**src/sv/ufd_pkg.sv**
```systemverilog
`default_nettype none
// ----------------------------------------------------------------------------
// ufd_pkg
// shared constants and types of the uart frame deframer
// ----------------------------------------------------------------------------
package ufd_pkg;

	localparam int unsigned BUFFER_BYTES_DEF = 256;

	localparam logic [7:0] HDR_A     = 8'hAA;
	localparam logic [7:0] HDR_B     = 8'h55;
	localparam logic [7:0] TAIL_BYTE = 8'hFE;

	// header (2) + command + length (2) before payload, checksum + tail after
	localparam int unsigned PAYLOAD_START  = 5;
	localparam int unsigned FRAME_OVERHEAD = 7;
	localparam int unsigned POS_COMMAND    = 2;
	localparam int unsigned POS_LEN_HI     = 3;
	localparam int unsigned POS_LEN_LO     = 4;

	localparam logic [2:0] ST_OK        = 3'd0;
	localparam logic [2:0] ST_TOO_SHORT = 3'd1;
	localparam logic [2:0] ST_NO_HEADER = 3'd2;
	localparam logic [2:0] ST_LEN_TAIL  = 3'd3;
	localparam logic [2:0] ST_CHECKSUM  = 3'd4;

	typedef struct packed {
		logic [7:0] echo_byte;
		logic       is_payload;
		logic [7:0] payload_index;
		logic       frame_done;
		logic [2:0] frame_status;
		logic [7:0] frame_command;
		logic [7:0] payload_length;
	} result_t;

endpackage
`default_nettype wire

```
**src/sv/ufd_tracker.sv**
```systemverilog
`default_nettype none
// ----------------------------------------------------------------------------
// ufd_tracker
// frame tracking state and per-byte result logic
// ----------------------------------------------------------------------------
module ufd_tracker #(
	parameter int unsigned BUFFER_BYTES = ufd_pkg::BUFFER_BYTES_DEF
) (
	input  wire logic             clk,
	input  wire logic             arst_n,
	input  wire logic             advance,
	input  wire logic [7:0]       rx_byte,
	input  wire logic             buffer_end,
	output ufd_pkg::result_t      result
);

	localparam int unsigned CW   = $clog2(BUFFER_BYTES + 1);
	// wide enough for length + 7 and for any position
	localparam int unsigned CMPW = ((CW > 17) ? CW : 17) + 1;
	localparam logic [CW-1:0]   BUF_LIMIT = CW'(BUFFER_BYTES);
	localparam logic [CMPW-1:0] PSTART    = CMPW'(ufd_pkg::PAYLOAD_START);
	localparam logic [CMPW-1:0] OVERHEAD  = CMPW'(ufd_pkg::FRAME_OVERHEAD);

	logic          header_found_q;
	logic [7:0]    previous_byte_q;
	logic [CW-1:0] bytes_seen_q;
	logic [CW-1:0] frame_position_q;
	logic [7:0]    running_sum_q;
	logic [7:0]    command_hold_q;
	logic [15:0]   length_field_q;
	logic [7:0]    received_checksum_q;

	logic          n_header_found;
	logic [7:0]    n_previous_byte;
	logic [CW-1:0] n_bytes_seen;
	logic [CW-1:0] n_frame_position;
	logic [7:0]    n_running_sum;
	logic [7:0]    n_command_hold;
	logic [15:0]   n_length_field;
	logic [7:0]    n_received_checksum;

	logic            active;
	logic            hdr_pair;
	logic [CMPW-1:0] pos_w;
	logic [CMPW-1:0] len_w;
	logic [CMPW-1:0] pay_end;
	logic [CMPW-1:0] npos_w;
	logic [CMPW-1:0] nlen_w;
	logic [CMPW-1:0] pay_off;
	logic            past_start;
	logic            in_payload;
	logic [2:0]      status;

	always_comb begin
		active   = bytes_seen_q < BUF_LIMIT;
		hdr_pair = (bytes_seen_q != '0) &&
			(((previous_byte_q == ufd_pkg::HDR_A) && (rx_byte == ufd_pkg::HDR_B)) ||
			 ((previous_byte_q == ufd_pkg::HDR_B) && (rx_byte == ufd_pkg::HDR_A)));
		pos_w      = CMPW'(frame_position_q);
		len_w      = CMPW'(length_field_q);
		pay_end    = len_w + PSTART;
		pay_off    = pos_w - PSTART;
		past_start = pos_w >= PSTART;
		in_payload = active && header_found_q && past_start && (pos_w < pay_end);

		n_header_found      = header_found_q;
		n_previous_byte     = previous_byte_q;
		n_bytes_seen        = bytes_seen_q;
		n_frame_position    = frame_position_q;
		n_running_sum       = running_sum_q;
		n_command_hold      = command_hold_q;
		n_length_field      = length_field_q;
		n_received_checksum = received_checksum_q;

		if (active) begin
			if (header_found_q) begin
				if (pos_w == CMPW'(ufd_pkg::POS_COMMAND)) begin
					n_command_hold = rx_byte;
				end else if (pos_w == CMPW'(ufd_pkg::POS_LEN_HI)) begin
					n_length_field = {rx_byte, length_field_q[7:0]};
				end else if (pos_w == CMPW'(ufd_pkg::POS_LEN_LO)) begin
					n_length_field = {length_field_q[15:8], rx_byte};
				end
				// sum covers everything before the checksum byte
				if (!past_start || (pos_w < pay_end)) begin
					n_running_sum = running_sum_q + rx_byte;
				end
				if (past_start && (pos_w == pay_end)) begin
					n_received_checksum = rx_byte;
				end
				n_frame_position = frame_position_q + 1'b1;
			end else if (hdr_pair) begin
				n_header_found   = 1'b1;
				n_frame_position = CW'(ufd_pkg::POS_COMMAND);
				n_running_sum    = previous_byte_q + rx_byte;
			end
			n_previous_byte = rx_byte;
			n_bytes_seen    = bytes_seen_q + 1'b1;
		end

		// verdict on the state after this byte
		npos_w = CMPW'(n_frame_position);
		nlen_w = CMPW'(n_length_field);
		priority if (n_bytes_seen < CW'(ufd_pkg::FRAME_OVERHEAD)) begin
			status = ufd_pkg::ST_TOO_SHORT;
		end else if (!n_header_found) begin
			status = ufd_pkg::ST_NO_HEADER;
		end else if ((npos_w < PSTART) || (npos_w != nlen_w + OVERHEAD) ||
				(n_previous_byte != ufd_pkg::TAIL_BYTE)) begin
			status = ufd_pkg::ST_LEN_TAIL;
		end else if (n_running_sum != n_received_checksum) begin
			status = ufd_pkg::ST_CHECKSUM;
		end else begin
			status = ufd_pkg::ST_OK;
		end

		result.echo_byte      = rx_byte;
		result.is_payload     = in_payload;
		result.payload_index  = in_payload ? pay_off[7:0] : 8'd0;
		result.frame_done     = buffer_end;
		result.frame_status   = buffer_end ? status : ufd_pkg::ST_OK;
		result.frame_command  = (buffer_end && (status == ufd_pkg::ST_OK)) ?
			n_command_hold : 8'd0;
		result.payload_length = (buffer_end && (status == ufd_pkg::ST_OK)) ?
			n_length_field[7:0] : 8'd0;
	end

	always_ff @(posedge clk or negedge arst_n) begin
		if (!arst_n) begin
			header_found_q      <= 1'b0;
			previous_byte_q     <= '0;
			bytes_seen_q        <= '0;
			frame_position_q    <= '0;
			running_sum_q       <= '0;
			command_hold_q      <= '0;
			length_field_q      <= '0;
			received_checksum_q <= '0;
		end else if (advance) begin
			if (buffer_end) begin
				header_found_q      <= 1'b0;
				previous_byte_q     <= '0;
				bytes_seen_q        <= '0;
				frame_position_q    <= '0;
				running_sum_q       <= '0;
				command_hold_q      <= '0;
				length_field_q      <= '0;
				received_checksum_q <= '0;
			end else begin
				header_found_q      <= n_header_found;
				previous_byte_q     <= n_previous_byte;
				bytes_seen_q        <= n_bytes_seen;
				frame_position_q    <= n_frame_position;
				running_sum_q       <= n_running_sum;
				command_hold_q      <= n_command_hold;
				length_field_q      <= n_length_field;
				received_checksum_q <= n_received_checksum;
			end
		end
	end

endmodule
`default_nettype wire

```
**src/sv/uart_frame_deframer.sv**
```systemverilog
// path: an accepted item is held in the input register, then in the result register, which drives the output
// throughput: one item per cycle while out_stall is low, set by the single pass of the frame tracker
// between the input register and the result register
// reset: arst_n clears both pipeline valids and all frame tracking state;
// the tracking state also clears itself after every item with buffer_end set
`default_nettype none
// ----------------------------------------------------------------------------
// uart_frame_deframer
// header / length / checksum / tail checker over one receive buffer
// ----------------------------------------------------------------------------
module uart_frame_deframer #(
	parameter int unsigned BUFFER_BYTES = ufd_pkg::BUFFER_BYTES_DEF
) (
	input  wire logic       clk,
	input  wire logic       arst_n,
	// input item channel
	input  wire logic       in_valid,
	output logic            in_stall,
	input  wire logic [7:0] rx_byte,
	input  wire logic       buffer_end,
	// result item channel
	output logic            out_valid,
	input  wire logic       out_stall,
	output logic [7:0]      echo_byte,
	output logic            is_payload,
	output logic [7:0]      payload_index,
	output logic            frame_done,
	output logic [2:0]      frame_status,
	output logic [7:0]      frame_command,
	output logic [7:0]      payload_length
);

	// stage 1: registered input item
	logic       valid_s1;
	logic [7:0] byte_s1;
	logic       end_s1;

	// stage 2: registered result item
	logic             valid_s2;
	ufd_pkg::result_t result_s2;

	ufd_pkg::result_t result_c;

	logic load_s2;   // result register can take a new item
	logic load_s1;   // input register can take a new item
	logic advance;   // stage 1 item moves into the result register

	// each stage moves when it is empty or its successor moves
	assign load_s2  = !valid_s2 || !out_stall;
	assign load_s1  = !valid_s1 || load_s2;
	assign advance  = valid_s1 && load_s2;
	assign in_stall = !load_s1;

	always_ff @(posedge clk or negedge arst_n) begin
		if (!arst_n) begin
			valid_s1 <= 1'b0;
		end else if (load_s1) begin
			valid_s1 <= in_valid;
		end
	end

	// payload needs no reset
	always_ff @(posedge clk) begin
		if (load_s1 && in_valid) begin
			byte_s1 <= rx_byte;
			end_s1  <= buffer_end;
		end
	end

	// state update and verdict for the byte in stage 1
	ufd_tracker #(
		.BUFFER_BYTES(BUFFER_BYTES)
	) u_tracker (
		.clk       (clk),
		.arst_n    (arst_n),
		.advance   (advance),
		.rx_byte   (byte_s1),
		.buffer_end(end_s1),
		.result    (result_c)
	);

	always_ff @(posedge clk or negedge arst_n) begin
		if (!arst_n) begin
			valid_s2 <= 1'b0;
		end else if (load_s2) begin
			valid_s2 <= valid_s1;
		end
	end

	always_ff @(posedge clk) begin
		if (advance) begin
			result_s2 <= result_c;
		end
	end

	assign out_valid      = valid_s2;
	assign echo_byte      = result_s2.echo_byte;
	assign is_payload     = result_s2.is_payload;
	assign payload_index  = result_s2.payload_index;
	assign frame_done     = result_s2.frame_done;
	assign frame_status   = result_s2.frame_status;
	assign frame_command  = result_s2.frame_command;
	assign payload_length = result_s2.payload_length;

endmodule
`default_nettype wire

```
**config.mk**
```make
export PLATFORM = sky130hd
export DESIGN_NAME = uart_frame_deframer
export DESIGN_NICKNAME = d
export VERILOG_FILES = /design/src/sv/ufd_pkg.sv /design/src/sv/ufd_tracker.sv /design/src/sv/uart_frame_deframer.sv
export SDC_FILE = /design/constraint.sdc
export NUM_CORES = 1
export LEC_CHECK = 0
export BUFFER_PORTS_ARGS = -buffer_cell sky130_fd_sc_hd__buf_2
export CORE_ASPECT_RATIO = 0.5
export CORE_MARGIN = 3
export CORE_UTILIZATION = 54
export DETAILED_ROUTE_END_ITERATION = 16
export PLACE_DENSITY = 0.72
export SYNTH_ARGS = -nofsm -noshare
export SYNTH_HDL_FRONTEND = slang
export SYNTH_SLANG_ARGS = --single-unit
```
**constraint.sdc**
```tcl
create_clock -name clk -period 8.9 [get_ports clk]
set_input_delay 1.78 -clock clk [delete_from_list [all_inputs] [get_ports clk]]
set_output_delay 1.78 -clock clk [all_outputs]
set_load 0.05 [all_outputs]
```
==> summary.md <==
| Metric | Value |
|---|---|
| Worst Max-Slew Pin Slew | `1.26 ns` |
| CP Class | `reg2reg` |
| Syn_nets | `909` |
| Number of synthesized flops with an enable pin | `46` |
| Top FF cell, synth | `dfrtp_1` |
| CTS H-tree depth | `4` |
| Antenna violations before repair | `0` |
| Vias in the first global route | `6686` |
| Startpoint types | `flip-flop` |
| Status | `finished, final reports clean` |
| Tmin final | `4.88 ns` |
| Routed wire per std cell | `20.6 um` |
| Drt via density | `6.55` |
| Max-slew violations | `0` |
| Rel. slew slack | `15.9%` |
| Clk slew on worst S/H paths | `0.06 ns` |
| Initial detailed-routing violation count | `807` |
| Power after layout | `0.00146 W` |
| GRT Total Usage | `28.1%` |
| Count of cell types in the netlist | `85` |
| Ant diodes | `0` |
| CTS Sinks | `115` |
| Async SR Flop Fraction | `60.0%` |
| Io pins | `52` |
| Share of the synthesized area in the top cell type | `21.6%` |
| Hold Path Class | `reg2reg` |
| IO Port Bufs | `51` |
| Clock skew | `0.0113 ns` |
| Main area contributors after synthesis | `dfrtp_1 (22%), edfxtp_1 (17%), ha_1 (5.0%)` |
| Placer Congestion | `0.965` |
| Core area | `14000 um^2` |
| Chip height | `92.0 um` |
| Critical path arrival | `5.04 ns` |
| LEAKAGE | `3.70 nW` |
| Number of synthesis warnings | `0` |
| Total congestion overflow | `0` |
| Final setup violation count | `0` |
| Global-route wire length before repair | `35.8 mm` |
| Setup TNS | `0 ns` |
| CTS tree | `yes` |
| Row count | `30` |
| Fmax | `0.205 GHz` |
| Starting Density | `57.0%` |
| Post-CTS setup buffer count | `0` |
| Share of layout cells above drive strength 1 | `14.8%` |
| Via count | `7155` |
| Worst IR Drop VDD | `0.121 mV` |
| Final hold slack | `0.494 ns` |
| Number of max-cap violations | `0` |
| Maximum root-to-sink buffer count | `2` |
| Tcrit/Tclk final | `54.9%` |
| Required @ worst endpoint | `9.06 ns` |
| Die X-Extent | `178 um` |
| Syn-to-layout area delta | `11.3%` |
| Top cells by count, synth | `nand2_1 (82), o21ai_0 (73), dfrtp_1 (69), nor2_1 (69), edfxtp_1 (46)` |
| Hold Buf Count CTS | `0` |
| Final wirelength | `22.5 mm` |
| Cell with the most instances after synthesis | `nand2_1` |
| Top cell type by total area after synthesis | `dfrtp_1` |
| Worst-skew pair later-pin latency | `0.42 ns` |
| Largest net degree at the start of global routing | `70` |
| Non-filler cells, final | `1092` |
| Post_cts resized | `0` |
| First-pass DRT Iterations | `7` |
| Post-route ant nets | `0` |
| Avg Cell Area, Syn | `9.26 um^2` |
| Register area share after synthesis | `38.9%` |
| PD cells | `164 nW/um^2` |
| Cell Area, Synth | `7980 um^2` |
| Number of CTS-inserted buffers | `17` |
| DRC violations left | `0` |
| Final hold violation count | `0` |
| Die area | `16400 um^2` |
| Nets | `934` |
| Yosys reg bits | `115` |
| Placed wire-length estimate | `15.0 mm` |
| Placed insts | `1060` |
| Cells after Synth | `862` |
| RSZ-0062 raised after global routing | `no` |
| CP Capture Type | `flip-flop` |
| Root Driver | `clkbuf_16` |
| Crit Path Max Fanout | `17` |
-- per-stage QoR --
stage          util [%]  worst slack [ns]  area [um^2]
4_1_cts            63.4              4.14         8880
5_1_grt            63.4              3.72         8880
3_5_place_dp       59.3              4.18         8310
3_3_place_gp       59.3              4.20         8310
6_report           63.4              4.02         8880
2_1_floorplan         -              4.83         7980
-- critical path, stage by stage (launching register included) --
cell and delay, ns:
dfrtp_1 0.47, a21oi_1 0.42, nor2_1 0.13, and3_1 0.22, xnor2_1 0.12, ha_1 0.30
nand4_1 0.09, nor2_1 0.14, a221oi_1 0.12, nor4_2 0.77, and2_0 0.46, a211oi_1 0.17
xnor2_1 0.20, nor4_4 0.34, nand4_4 0.38, nor2b_1 0.27
-- kinds of logic (layout without fill, tap and decap cells) --
group / count (synthesis) / in the layout / share of synthesized area [%]
adder cells (fa/ha/maj): 34 / 34 / 5.52
buffers and inverters: 78 / 116 / 4.17
AO/OA/AOI/OAI: 231 / 231 / 19.3
flip-flops: 115 / 115 / 38.9
multiplexers: 35 / 35 / 4.64
XOR/XNOR: 50 / 50 / 5.49
AND/OR/NAND/NOR: 319 / 319 / 22.0
-- power by group --
part           internal, W  switching, W  leakage (nW)
combinational    0.0000478      0.000128          2.02
clock             0.000425      0.000255         0.280
sequential        0.000577     0.0000238          1.40
total              0.00105      0.000407          3.70
-- registers in the layout (all words and copies together), names as in the netlist --
register,flops
u_tracker.length_field_q,16
valid_s1,1
u_tracker.bytes_seen_q,9
u_tracker.previous_byte_q,8
is_payload,1
frame_status,3
out_valid,1
u_tracker.frame_position_q,9
byte_s1,8
payload_index,8
frame_command,8
u_tracker.received_checksum_q,8
u_tracker.running_sum_q,8
u_tracker.command_hold_q,8
payload_length,8
u_tracker.header_found_q,1
echo_byte,8
frame_done,1
end_s1,1
-- worst paths after layout --
check,slack [ns],depth (start not counted),end,from
max,4.02,15,frame_status[2]$_SDFFCE_PN0P_,u_tracker.length_field_q[2]$_DFFE_PN0P_
min,0.49,2,u_tracker.received_checksum_q[7]$_DFFE_PN0P_,u_tracker.received_checksum_q[7]$_DFFE_PN0P_
max reg2reg,4.02,15,frame_status[2]$_SDFFCE_PN0P_,u_tracker.length_field_q[2]$_DFFE_PN0P_
min reg2reg,0.49,2,u_tracker.received_checksum_q[7]$_DFFE_PN0P_,u_tracker.received_checksum_q[7]$_DFFE_PN0P_
max in group asynchronous,6.66,2,u_tracker.length_field_q[5]$_DFFE_PN0P_,arst_n
min in group asynchronous,1.59,2,u_tracker.running_sum_q[1]$_DFFE_PN0P_,arst_n
-- final cells by class --
class	count	area [um^2]
flip-flops and latches	115	3110
clock buffers	22	464
repair buffers	62	338
inverters	22	82.6
well taps	192	240
fillers	1133	5120
multi-input cells	669	4540
clock inverters	10	110
-- metal layers --
layer	vias to the layer above	track usage [%]	part of all wire (%)
met5	-	0	0
met2	436	42.7	44
met4	0	8.62	2.0
met1	3387	39.8	44
li1	3275	-	-
met3	57	6.53	10
-- placed cells by master, fill, tap and decap left out, types with 30 or more instances in the layout --
cell	netlist	layout
dfrtp_1	69	69
nand2_1	82	82
nor2_1	69	69
a21oi_1	41	41
ha_1	32	32
buf_2	8	51
edfxtp_1	46	46
nor3_1	32	32
xnor2_1	30	30
o21ai_0	73	73
No activity file was read; power rests on OpenSTA's default activity.
